**config.mk**
```make
export PLATFORM = sky130hd
export DESIGN_NAME = undo_redo_ring_controller_core
export DESIGN_NICKNAME = d
export VERILOG_FILES = /design/src/hdl/urrc_pkg.sv /design/src/hdl/undo_redo_ring_controller_core.sv /design/src/hdl/urrc_step.sv /design/src/hdl/urrc_out_stage.sv
export SDC_FILE = /design/constraint.sdc
export NUM_CORES = 1
export LEC_CHECK = 0
export ABC_AREA = 0
export BUFFER_PORTS_ARGS = -buffer_cell sky130_fd_sc_hd__buf_2
export CORE_AREA = 10 10 85 87
export CTS_BUF_LIST = sky130_fd_sc_hd__clkbuf_16
export DETAILED_ROUTE_END_ITERATION = 6
export DIE_AREA = 0 0 95 97
export GPL_TIMING_DRIVEN = 0
export PLACE_DENSITY = 0.63
export SYNTH_ARGS = -nofsm -noshare
export SYNTH_HDL_FRONTEND = slang
export SYNTH_HIERARCHICAL = 1
export SYNTH_SLANG_ARGS = --single-unit
```
**constraint.sdc**
```tcl
create_clock -name clk_i -period 2.3 [get_ports clk_i]
set_input_delay 0.115 -clock clk_i [delete_from_list [all_inputs] [get_ports clk_i]]
set_output_delay 0.115 -clock clk_i [all_outputs]
set_load 0.01 [all_outputs]
```
**src/hdl/urrc_pkg.sv**
```systemverilog
// Shared types, constants and slot arithmetic for the undo/redo ring controller.
package urrc_pkg;

  localparam int SlotCount    = 8;
  localparam int SlotsPerBank = 4;
  localparam int PtrW         = $clog2(SlotCount);
  localparam int SlotNumW     = 5;
  localparam int CountW       = 4;
  localparam int BankSlotW    = 2;

  localparam logic [CountW-1:0] CountMax   = 4'd15;
  localparam logic [CountW-1:0] LimitReset = 4'd7;

  typedef enum logic [1:0] {
    OP_SNAPSHOT = 2'd0,
    OP_UNDO     = 2'd1,
    OP_REDO     = 2'd2
  } op_e;

  typedef struct packed {
    op_e  operation;
    logic with_redo_save;
  } in_item_t;

  typedef struct packed {
    logic                 acted;
    logic                 save_valid;
    logic                 save_bank;
    logic [BankSlotW-1:0] save_index;
    logic                 restore_valid;
    logic                 restore_bank;
    logic [BankSlotW-1:0] restore_slot;
    logic [CountW-1:0]    undo_available;
    logic [CountW-1:0]    redo_available;
  } out_item_t;

  typedef struct packed {
    logic [PtrW-1:0]   ptr;
    logic [CountW-1:0] undo_depth;
    logic [CountW-1:0] redo_depth;
  } ring_state_t;

  typedef struct packed {
    logic                 bank;
    logic [BankSlotW-1:0] slot;
  } slot_loc_t;

  function automatic logic [PtrW-1:0] slot_after(logic [PtrW-1:0] p);
    logic [SlotNumW-1:0] pw;
    pw = SlotNumW'(p);
    if (pw >= SlotNumW'(SlotCount - 1)) begin
      return '0;
    end
    return PtrW'(pw + SlotNumW'(1));
  endfunction

  function automatic logic [PtrW-1:0] slot_before(logic [PtrW-1:0] p);
    logic [SlotNumW-1:0] pw;
    pw = SlotNumW'(p);
    if (pw == '0 || pw >= SlotNumW'(SlotCount)) begin
      return PtrW'(SlotCount - 1);
    end
    return PtrW'(pw - SlotNumW'(1));
  endfunction

  function automatic slot_loc_t split_slot(logic [PtrW-1:0] p);
    slot_loc_t           loc;
    logic [SlotNumW-1:0] pw;
    logic [SlotNumW-1:0] rel;
    pw = SlotNumW'(p);
    if (pw >= SlotNumW'(SlotsPerBank)) begin
      rel      = pw - SlotNumW'(SlotsPerBank);
      loc.bank = 1'b1;
    end else begin
      rel      = pw;
      loc.bank = 1'b0;
    end
    loc.slot = rel[BankSlotW-1:0];
    return loc;
  endfunction

  function automatic logic [CountW-1:0] inc_sat(logic [CountW-1:0] v);
    return (v < CountMax) ? v + CountW'(1) : CountMax;
  endfunction

endpackage

```
**src/hdl/undo_redo_ring_controller_core.sv**
```systemverilog
// A result is loaded into the output register when its item is accepted.
// Throughput: one item per cycle while the output register can take it; pointer and counts update per item.
// A stalled result holds in the output register and new items wait only while it is full.
// Reset clears the slot pointer and both counts and sets the undo limit to 7.
// The configuration write is always ready and takes effect on the next item.
module undo_redo_ring_controller_core (
  input  logic                        clk_i,
  input  logic                        rst_ni,
  input  logic                        in_valid_i,
  output logic                        in_ready_o,
  input  urrc_pkg::in_item_t          in_data_i,
  output logic                        out_valid_o,
  input  logic                        out_ready_i,
  output urrc_pkg::out_item_t         out_data_o,
  input  logic                        cfg_valid_i,
  output logic                        cfg_ready_o,
  input  logic [urrc_pkg::CountW-1:0] cfg_data_i
);

  urrc_pkg::ring_state_t       state_q;
  urrc_pkg::ring_state_t       state_d;
  logic [urrc_pkg::CountW-1:0] limit_q;
  urrc_pkg::out_item_t         result;
  logic                        in_accept;

  assign cfg_ready_o = 1'b1;
  assign in_accept   = in_valid_i && in_ready_o;

  urrc_step u_step (
    .state_i      (state_q),
    .undo_limit_i (limit_q),
    .item_i       (in_data_i),
    .state_o      (state_d),
    .result_o     (result)
  );

  urrc_out_stage u_out (
    .clk_i        (clk_i),
    .rst_ni       (rst_ni),
    .load_i       (in_accept),
    .data_i       (result),
    .load_ready_o (in_ready_o),
    .out_valid_o  (out_valid_o),
    .out_ready_i  (out_ready_i),
    .out_data_o   (out_data_o)
  );

  always_ff @(posedge clk_i or negedge rst_ni) begin
    if (!rst_ni) begin
      state_q <= '0;
      limit_q <= urrc_pkg::LimitReset;
    end else begin
      if (in_accept) begin
        state_q <= state_d;
      end
      if (cfg_valid_i && cfg_ready_o) begin
        limit_q <= cfg_data_i;
      end
    end
  end

  a_snapshot_clears_redo: assert property (@(posedge clk_i) disable iff (!rst_ni)
    in_accept && in_data_i.operation == urrc_pkg::OP_SNAPSHOT |=> state_q.redo_depth == '0)
    else $error("snapshot did not clear the redo count");

  a_empty_undo_no_change: assert property (@(posedge clk_i) disable iff (!rst_ni)
    in_accept && in_data_i.operation == urrc_pkg::OP_UNDO && state_q.undo_depth == '0
    |=> $stable(state_q) && !out_data_o.acted)
    else $error("undo with nothing to undo changed state");

  a_restore_needs_act: assert property (@(posedge clk_i) disable iff (!rst_ni)
    out_valid_o && (out_data_o.restore_valid || out_data_o.save_valid) |-> out_data_o.acted)
    else $error("slot named by an item that did not act");

  a_ptr_in_range: assert property (@(posedge clk_i) disable iff (!rst_ni)
    urrc_pkg::SlotNumW'(state_q.ptr) < urrc_pkg::SlotNumW'(urrc_pkg::SlotCount))
    else $error("slot pointer left the ring");

  a_counts_reported: assert property (@(posedge clk_i) disable iff (!rst_ni)
    in_accept |=> out_data_o.undo_available == state_q.undo_depth
                  && out_data_o.redo_available == state_q.redo_depth)
    else $error("reported counts differ from the stored counts");

endmodule

```
**src/hdl/urrc_step.sv**
```systemverilog
// Combinational next-state and result logic for one undo/redo/snapshot item.
module urrc_step (
  input  urrc_pkg::ring_state_t       state_i,
  input  logic [urrc_pkg::CountW-1:0] undo_limit_i,
  input  urrc_pkg::in_item_t          item_i,
  output urrc_pkg::ring_state_t       state_o,
  output urrc_pkg::out_item_t         result_o
);

  urrc_pkg::slot_loc_t        save_loc;
  urrc_pkg::slot_loc_t        restore_loc;
  logic [urrc_pkg::PtrW-1:0]  ptr_back;
  logic [urrc_pkg::PtrW-1:0]  ptr_fwd;

  assign ptr_back = urrc_pkg::slot_before(state_i.ptr);
  assign ptr_fwd  = urrc_pkg::slot_after(state_i.ptr);

  always_comb begin
    state_o     = state_i;
    result_o    = '0;
    save_loc    = '0;
    restore_loc = '0;
    case (item_i.operation)
      urrc_pkg::OP_SNAPSHOT: begin
        result_o.acted      = 1'b1;
        result_o.save_valid = 1'b1;
        save_loc            = urrc_pkg::split_slot(state_i.ptr);
        state_o.redo_depth  = '0;
        if (state_i.undo_depth < undo_limit_i) begin
          state_o.undo_depth = state_i.undo_depth + urrc_pkg::CountW'(1);
        end
        state_o.ptr = ptr_fwd;
      end
      urrc_pkg::OP_UNDO: begin
        if (state_i.undo_depth != '0) begin
          result_o.acted = 1'b1;
          // With a redo save requested, the first undo after a run of edits keeps the live image for redo.
          if (item_i.with_redo_save) begin
            if (state_i.redo_depth == '0) begin
              result_o.save_valid = 1'b1;
              save_loc            = urrc_pkg::split_slot(state_i.ptr);
            end
            state_o.redo_depth = urrc_pkg::inc_sat(state_i.redo_depth);
          end
          state_o.ptr            = ptr_back;
          result_o.restore_valid = 1'b1;
          restore_loc            = urrc_pkg::split_slot(ptr_back);
          state_o.undo_depth     = state_i.undo_depth - urrc_pkg::CountW'(1);
        end
      end
      urrc_pkg::OP_REDO: begin
        if (state_i.redo_depth != '0) begin
          result_o.acted         = 1'b1;
          result_o.restore_valid = 1'b1;
          restore_loc            = urrc_pkg::split_slot(ptr_fwd);
          state_o.redo_depth     = state_i.redo_depth - urrc_pkg::CountW'(1);
          state_o.undo_depth     = urrc_pkg::inc_sat(state_i.undo_depth);
          state_o.ptr            = ptr_fwd;
        end
      end
      default: begin
        state_o = state_i;
      end
    endcase
    result_o.save_bank      = save_loc.bank;
    result_o.save_index     = save_loc.slot;
    result_o.restore_bank   = restore_loc.bank;
    result_o.restore_slot   = restore_loc.slot;
    result_o.undo_available = state_o.undo_depth;
    result_o.redo_available = state_o.redo_depth;
  end

endmodule

```
**src/hdl/urrc_out_stage.sv**
```systemverilog
// Output result register with valid/ready handshake.
module urrc_out_stage (
  input  logic                clk_i,
  input  logic                rst_ni,
  input  logic                load_i,
  input  urrc_pkg::out_item_t data_i,
  output logic                load_ready_o,
  output logic                out_valid_o,
  input  logic                out_ready_i,
  output urrc_pkg::out_item_t out_data_o
);

  logic                valid_q;
  logic                valid_d;
  urrc_pkg::out_item_t data_q;

  // A new item may enter when the register is empty or the held one leaves in the same cycle.
  assign load_ready_o = !valid_q || out_ready_i;

  always_comb begin
    valid_d = valid_q;
    if (load_i) begin
      valid_d = 1'b1;
    end else if (out_ready_i) begin
      valid_d = 1'b0;
    end
  end

  always_ff @(posedge clk_i or negedge rst_ni) begin
    if (!rst_ni) begin
      valid_q <= 1'b0;
    end else begin
      valid_q <= valid_d;
    end
  end

  always_ff @(posedge clk_i) begin
    if (load_i) begin
      data_q <= data_i;
    end
  end

  assign out_valid_o = valid_q;
  assign out_data_o  = data_q;

endmodule
```
Word-level counts from Yosys, hierarchy flattened
Index checks and enable logic that the tools add are counted.
{ "totals": {"ramBits": 0, "mem_count": 0, "in_bits": 12, "latch_bits": 0, "mem_bits_ro": 0, "regBits": 33} }
{ "op_classes": {"add_sub_neg": 9, "n_reduce_logical": 11, "mul": 0, "div_mod_pow": 0, "n_shift": 0, "muxes": 36, "bitwise": 0, "n_eq_ne": 4, "magnitude_cmp": 7} }
{ "ops": {"columns": ["cell", "count"], "rows": [
  ["$pmux 11 s3", 1],
  ["$mux 3", 9],
  ["$mux 11", 2],
  ["$mux 4", 4],
  ["$ge 3x3->1 const B", 4],
  ["$pmux 3 s2", 2],
  ["$mux 1", 11],
  ["$add 4x1->4 const B", 2],
  ["$lt 4x4->1 const B", 2],
  ["$mux 2", 4],
  ["$reduce_bool 4->1", 2],
  ["$sub 4x1->4 const B", 2],
  ["$sub 2x1->2 const B", 3],
  ["$logic_not 4->1", 1],
  ["$lt 4x4->1", 1],
  ["$ne 2x1->1 const B", 2],
  ["$pmux 1 s2", 2],
  ["$reduce_and 4->1", 1],
  ["$add 3x1->3 const B", 1],
  ["$logic_not 3->1", 1],
  ["$pmux 1 s3", 1],
  ["$reduce_bool 3->1", 1],
  ["$sub 3x1->3 const B", 1],
  ["$eq 2x1->1 const B", 1],
  ["other kinds (6)", 6]
]} }

Depth between registers and ports, before layout
Gate-level depths: netlist of the first run.
{ "logic_depth": {"depth_word": 7, "depth_mapped": 10} }

By module
Netlist of the first run, hierarchy kept.
{ "by_module_without_submodules": {"columns": ["module", "cells_per_inst", "instances", "area_each_um2", "seq_area_each_um2"], "rows": [
  ["urrc_step", 142, 1, 968.4, 0.0],
  ["undo_redo_ring_controller_core", 35, 1, 614.3, 379.1],
  ["urrc_out_stage", 20, 1, 558.0, 535.5]
]} }

Worst setup path after synthesis of the first run
Ideal clock, no wire load.
{ "synth_path": {"kind": "register to register", "from": "register limit_q[1] (netlist bit)", "to": "register state_q[5] (netlist bit)", "path_buffers": 1, "required_time_ns": 2.175, "t_arrival_ns": 2.187, "path_stages_with_launch": 10, "setup_slack_ns": -0.012, "period_less_slack_ns": 2.312, "setup_time_ns": 0.125, "path_cell_list": "dfstp_2 inv_1 ha_1 o211ai_1 o21ai_1 a221o_1 or2_1 a22o_1 buf_4 mux2_2"} }
{ "synth_rtl": {"columns": ["item", "line_no", "source"], "rows": [
  ["start, declared", "undo_redo_ring_controller_core.sv:22", "logic [urrc_pkg::CountW-1:0] limit_q;"],
  ["start signal, assigned", "undo_redo_ring_controller_core.sv:51", "limit_q <= urrc_pkg::LimitReset;"],
  ["start signal, assigned", "undo_redo_ring_controller_core.sv:57", "limit_q <= cfg_data_i;"],
  ["end signal, assigned", "undo_redo_ring_controller_core.sv:54", "state_q <= state_d;"],
  ["end, declared", "undo_redo_ring_controller_core.sv:20", "urrc_pkg::ring_state_t state_q;"]
]} }

==> results of run 1 <==
-- critical path, stage by stage (launching register included) --
cell and delay (ns):
dfrtp_2 0.44, inv_1 0.06, ha_2 0.20, nor4bb_1 0.15, or2_2 0.31, a21o_2 0.23, a21o_1 0.18, o2bb2ai_1 0.14
buf_4 0.15, mux2_4 0.26
-- report_power, final --
| group | total, W | internal [W] | switching [W] |
|---|---|---|---|
| sequential | 0.000946 | 0.000807 | 0.000139 |
| clock | 0.000621 | 0.000389 | 0.000232 |
| combinational | 0.00139 | 0.000738 | 0.000648 |
| total | 0.00295 | 0.00193 | 0.00102 |
-- cells by family after synthesis --
family / share of synthesized area
AOI/OAI and AO/OA: 0.153
and+or+nand+nor: 0.140
buffers and inverters: 0.0824
muxes: 0.105
other: 0.00175
DFF: 0.427
adders and majority gates: 0.0877
xor gates and xnor gates: 0.00409
-- worst max-delay path by stage --
stage	slack, ns	to
6_report	0.07	state_q[0]
5_1_grt	-0.04	state_q[1]
4_1_cts	-0.12	state_q[4]
3_5_place_dp	-0.14	state_q[5]
3_3_place_gp	-0.14	state_q[5]
2_1_floorplan	-0.001	state_q[5]
-- synth_stat cells, types with 2 or more instances --
cell type | number | area, sq um
inv_1 | 17 | 63.8
a21oi_1 | 9 | 45.0
nor2b_1 | 2 | 12.5
a31oi_1 | 6 | 37.5
nand2b_1 | 3 | 18.8
o21a_1 | 2 | 15.0
o21ai_1 | 2 | 10.0
or2_2 | 2 | 12.5
nand4_1 | 2 | 12.5
mux2_2 | 7 | 78.8
o21ai_0 | 7 | 35.0
a21o_2 | 2 | 17.5
buf_4 | 9 | 67.6
ha_1 | 15 | 188
a21o_1 | 3 | 22.5
nand2_1 | 8 | 30.0
dfrtp_1 | 13 | 325
nor3_1 | 4 | 20.0
dfstp_2 | 3 | 78.8
o2bb2ai_1 | 2 | 17.5
mux2_4 | 9 | 135
edfxtp_1 | 17 | 510
buf_2 | 3 | 15.0
nand3b_1 | 2 | 15.0
o22a_1 | 2 | 17.5
nor2_1 | 8 | 30.0
a22oi_1 | 2 | 15.0
or3_1 | 2 | 12.5
clkbuf_1 | 2 | 7.51
buf_6 | 2 | 22.5
nand3_1 | 4 | 20.0
-- stage by stage --
step	util	hold slack (ns)
6_report	0.479	0.0697
2_1_floorplan	-	-0.181
3_3_place_gp	0.435	0.0650
3_5_place_dp	0.435	0.0728
4_1_cts	0.470	0.0660
5_1_grt	0.479	0.0773
-- sequential cells by signal, indices dropped and copies added, names as in the netlist --
name / flops
u_out/out_data_o: 17
state_q: 11
limit_q: 4
u_out/out_valid_o: 1
-- layer usage --
metal,GRT usage,vias to the layer above
li1,-,788
met1,0.128,744
met2,0.166,61
met3,0.0301,6
met4,0.0412,0
met5,0,-
-- what timing repair did --
action	in CTS	in global routing
buffers inserted	3	6
pin swaps	9	8
endpoints found under the hold margin	13	0
resized for setup	7	9
setup endpoints to repair	5	11
cloned	0	0
hold buffers	1	0
-- final cells by class --
type                            count  area (sq um)
Buffer                             13          90.1
Clock buffer                        5           125
Clock inverter                      3          11.3
Fill cell                         526          2850
Inverter                           17          63.8
Multi-Input combinational cell    131          1090
Sequential cell                    33           920
Tap cell                           72          90.1
Timing Repair Buffer               40           231
==> metrics.yaml, run 1 <==
cts_max_path_buffers: 2
place_hpwl_um: 3260
min_path_type: "in2reg"
cp_max_fo: 6
ys_seq_area_frac: 0.427
regToRegStartpoint: "state_q[5]"
avgSynthCellArea_sq_um: 10.9
rsz0062_at_grt: "true"
routed_via_density: 5.09
min_path_cells: 2
skew_ns: 0.00248
area_delta_synth_final_pct: 22.4
cts-root-buf: "clkbuf_16"
clkLatencyLatePin_ns: 0.27
grt_use_total: 0.105
cts.sinks: 33
drc: 0
grt_overflow: 0
coreArea_sq_um: 5470
cts_buffers: 5
outcome: "finished, final reports clean"
max_cap_violations: 0
initial_core_util: 0.391
hp-start: "cfg_data_i[0]"
crit_required_ns: 2.46
dp.cells: 299
met1_length_um: 2090
place_area_sq_um: 2380
final_cell_mix: "33 x buf_2, 18 x inv_1, 17 x edfxtp_1"
dieArea_sq_um: 9220
reg2regPathDepth: 9
ios: 32
cp.arrival_ns: 2.39
relSlewSlack: 0.486
synth_edf_count: 17
cts_tree: "done"
worst_slack_ns: 0.0707
regToRegSetupSlack_ns: 0.07
pre_cts_ws_ns: -0.136
syn-cell-area_sq_um: 2140
async_flop_share: 0.485
drt_iter0_markers: 116
synthFlopType: "edfxtp_1"
report.final.hold_viol_count: 0
cts.reportedPaths.clkPinSlew_ns: 0.05
final_max_slew_viol_count: 0
layout_worst_path_cycle_share: 0.969
firstDrtPassIters: 5
min_to: "limit_q[0]"
grt_start_max_net_pins: 19
p_leak_nw: 1.21
endpoint_kind: "flip-flop"
power_w: 0.00295
drive_gt1_frac: 0.409
synthCells: 197
cp-start-kind: "flip-flop"
grt_pass1_vias: 1583
top_layer_used: "met4"
yosys_warnings: 6
dieHeight_um: 97
tns_ns: 0
layout_commonest_cell: "buf_2"
final_cell_area_sq_um: 2620
fmax_ghz: 0.449
vias: 1599
wl_per_cell_um: 14.8
core.rowCount: 27
cp-startpoint: "state_q[5]"
synth.distinct_cells: 57
htreeDepth: 2
dr_wl_met2_um: 2160
drtAntennaViolNets: 0
period_minus_slack_ns: 2.23
io_buffers: 30
antenna_cells: 0
synth_fp_nets: 224
setup_violations: 0
fin_cells: 314
worst_slew_pin_slew_ns: 0.770
die_w_um: 95
routed_wl_um: 4660
powerDensity_nw_per_um2: 1130
grt_pass1_wl_um: 7790
rr_endpoint: "state_q[0]"
crit_type: "reg2reg"
yosys_register_bits: 33
gp_congestion: 0.815
layout.nets: 268
ir_drop_mv: 0.413
antenna_found_initial: 0
met3_length_um: 334
Note: power is estimated with default switching activity, not from simulation.
==> run 2: changes to the inputs <==
CORE_AREA = 10 10 76 78   (was 10 10 85 87)
CTS_CLUSTER_SIZE = 16   (was unset)
DIE_AREA = 0 0 86 88   (was 0 0 95 97)
PLACE_DENSITY = 0.77   (was 0.63)
==> metrics.yaml, run 2 (same netlist as run 1, synthesis figures left out) <==
outcome: "finished with violations"
violations: "setup timing"
skew_ns: 0.00134  # -0.00113 ns
core.rowCount: 24  # -11%
final_cell_area_sq_um: 2600  # -0.95%
drt_iter0_markers: 181  # +56%
rr_endpoint: "state_q[4]"
hp-start: "cfg_data_i[3]"
worst_slew_pin_slew_ns: 0.732  # -0.0379 ns
layout.nets: 269  # +0.37%
cts_tree: "done"
min_path_cells: 2  # unchanged
intPower_w: 0.00195  # +0.60%
die_w_um: 86  # -9.5%
gp_congestion: 0.879  # +7.8%
largest_register_ffs: 17  # unchanged
cp_max_fo: 2  # -4
drtAntennaViolNets: 0  # unchanged
antenna_found_initial: 0  # unchanged
relSlewSlack: 0.511  # +0.0253
drive_gt1_frac: 0.412  # +0.00243
dieHeight_um: 88  # -9.3%
worst_slack_ns: -0.0816  # -0.152 ns
combPwrFrac: 0.469  # about the same
firstDrtPassIters: 4  # -1
crit_type: "reg2reg"
initial_core_util: 0.499  # +0.107
antenna_cells: 0  # unchanged
grt_overflow: 0  # unchanged
ios: 32  # unchanged
cp-start-kind: "flip-flop"
io_buffers: 30  # unchanged
cts.reportedPaths.clkPinSlew_ns: 0.05  # about the same
grt_use_total: 0.126  # +0.0215
reg2regPathDepth: 9  # unchanged
report.final.hold_viol_count: 0  # unchanged
final_max_slew_viol_count: 0  # unchanged
vias: 1620  # +1.3%
cp-startpoint: "limit_q[1]"
cp.arrival_ns: 2.54  # +0.15 ns
area_delta_synth_final_pct: 21.3
dieArea_sq_um: 7570  # -18%
p_leak_nw: 1.20  # -0.75%
p_seq_frac: 0.324  # +0.004
grt_start_max_net_pins: 19  # unchanged
whs_ns: 0.0730  # +0.00328 ns
max_cap_violations: 0  # unchanged
cts_max_path_buffers: 2  # unchanged
setup_violations: 2  # +2
crit_required_ns: 2.46  # about the same
htreeDepth: 2  # unchanged
min_path_type: "in2reg"
fin_cells: 295  # -6.1%
regToRegStartpoint: "limit_q[1]"
min_to: "limit_q[3]"
period_minus_slack_ns: 2.38  # +0.152 ns
powerDensity_nw_per_um2: 1140  # +1.4%
clkLatencyLatePin_ns: 0.27  # about the same
coreArea_sq_um: 4290  # -22%
routed_via_density: 5.49  # +7.8%
fmax_ghz: 0.420  # -6.4%
drc: 0  # unchanged
cts-root-buf: "clkbuf_16"
grt_pass1_wl_um: 7760  # -0.36%
layout_worst_path_cycle_share: 1.04  # +0.0662
cts_buffers: 5  # unchanged
dp.cells: 279  # -6.7%
regToRegSetupSlack_ns: -0.08  # -0.15 ns
p_switching_w: 0.00102  # +0.25%
grt_pass1_vias: 1648  # +4.1%
layout_commonest_cell: "buf_2"
final_cell_mix: "33 x buf_2, 17 x edfxtp_1, 16 x inv_1, 16 x buf_4, 12 x ha_1"
clkPwrFrac: 0.208  # -0.002
tns_ns: -0.160  # -0.160 ns
place_hpwl_um: 3210  # -1.5%
ir_drop_mv: 0.440  # +6.7%
rsz0062_at_grt: "true"
wl_per_cell_um: 15.8  # +6.6%
place_area_sq_um: 2360  # -1.1%
endpoint_kind: "flip-flop"
netSwitchingFraction: 0.344  # -0.000796
cts.sinks: 33  # unchanged
routed_wl_um: 4670  # +0.19%
run 2: changes by cell type in the layout (fill, tap and decap cells not counted), sizes merged:
cell | before | now
inv | 19 | 17
buf | 50 | 51
clkinv | 1 | 3
run 2: how the worst max path moves through the flow:
stage | to | slack, ns
4_1_cts | state_q[5] | -0.15
6_report | state_q[4] | -0.08
3_5_place_dp | state_q[5] | -0.13
3_3_place_gp | state_q[5] | -0.14
5_1_grt | state_q[4] | -0.15
2_1_floorplan | state_q[5] | -0.001
run 2: final cells by class:
| cell class | instances | area (sq um) |
|---|---|---|
| fill | 358 | 1700 |
| multi-input combinational | 131 | 1080 |
| sequential | 33 | 920 |
| timing repair buffer | 40 | 228 |
| clock buffer | 5 | 125 |
| buffer | 14 | 97.6 |
| tap | 52 | 65.1 |
| inverter | 17 | 63.8 |
| clock inverter | 3 | 12.5 |
run 2: power groups by stage:
| stage | clock network [W] | logic, W | registers (W) |
|---|---|---|---|
| floorplan | 0 | 0.000947 | 0.000957 |
| global placement | 0 | 0.00118 | 0.000955 |
| detailed placement | 0 | 0.00121 | 0.000961 |
| CTS | 0.000632 | 0.00131 | 0.000961 |
| global route | 0.000664 | 0.00153 | 0.000987 |
| finish | 0.000616 | 0.00139 | 0.000960 |
run 2: worst max-delay path, stage by stage, from the launching register on:
cell and delay, ns:
dfstp_2 0.53, inv_2 0.04, ha_4 0.19, o211ai_1 0.22, o21ai_2 0.09, a221o_1 0.32
or2_1 0.25, o22a_1 0.23, buf_4 0.13, mux2_4 0.25
run 2: per-stage QoR:
stage	setup WS, ns	utilization	power [W]
global placement	-0.135	0.549	0.00214
floorplan	-0.00118	-	0.00190
finish	-0.0816	0.605	0.00297
detailed placement	-0.133	0.549	0.00217
global route	-0.149	0.605	0.00319
CTS	-0.146	0.595	0.00290
run 2: timing repair:
item / CTS / global route
endpoints found under the setup margin: 6 / 13
buffers inserted: 5 / 5
hold buffers: 1 / 0
resized for setup: 6 / 8
pin swaps: 8 / 9
endpoints found under the hold margin: 13 / 0
run 2: layer usage:
metal  wire, um  up-vias  track usage
met4         74        0       0.0494
li1           -      793            -
met1       2130      770        0.151
met3        260        6       0.0353
met2       2210       51        0.210
met5          0        -            0
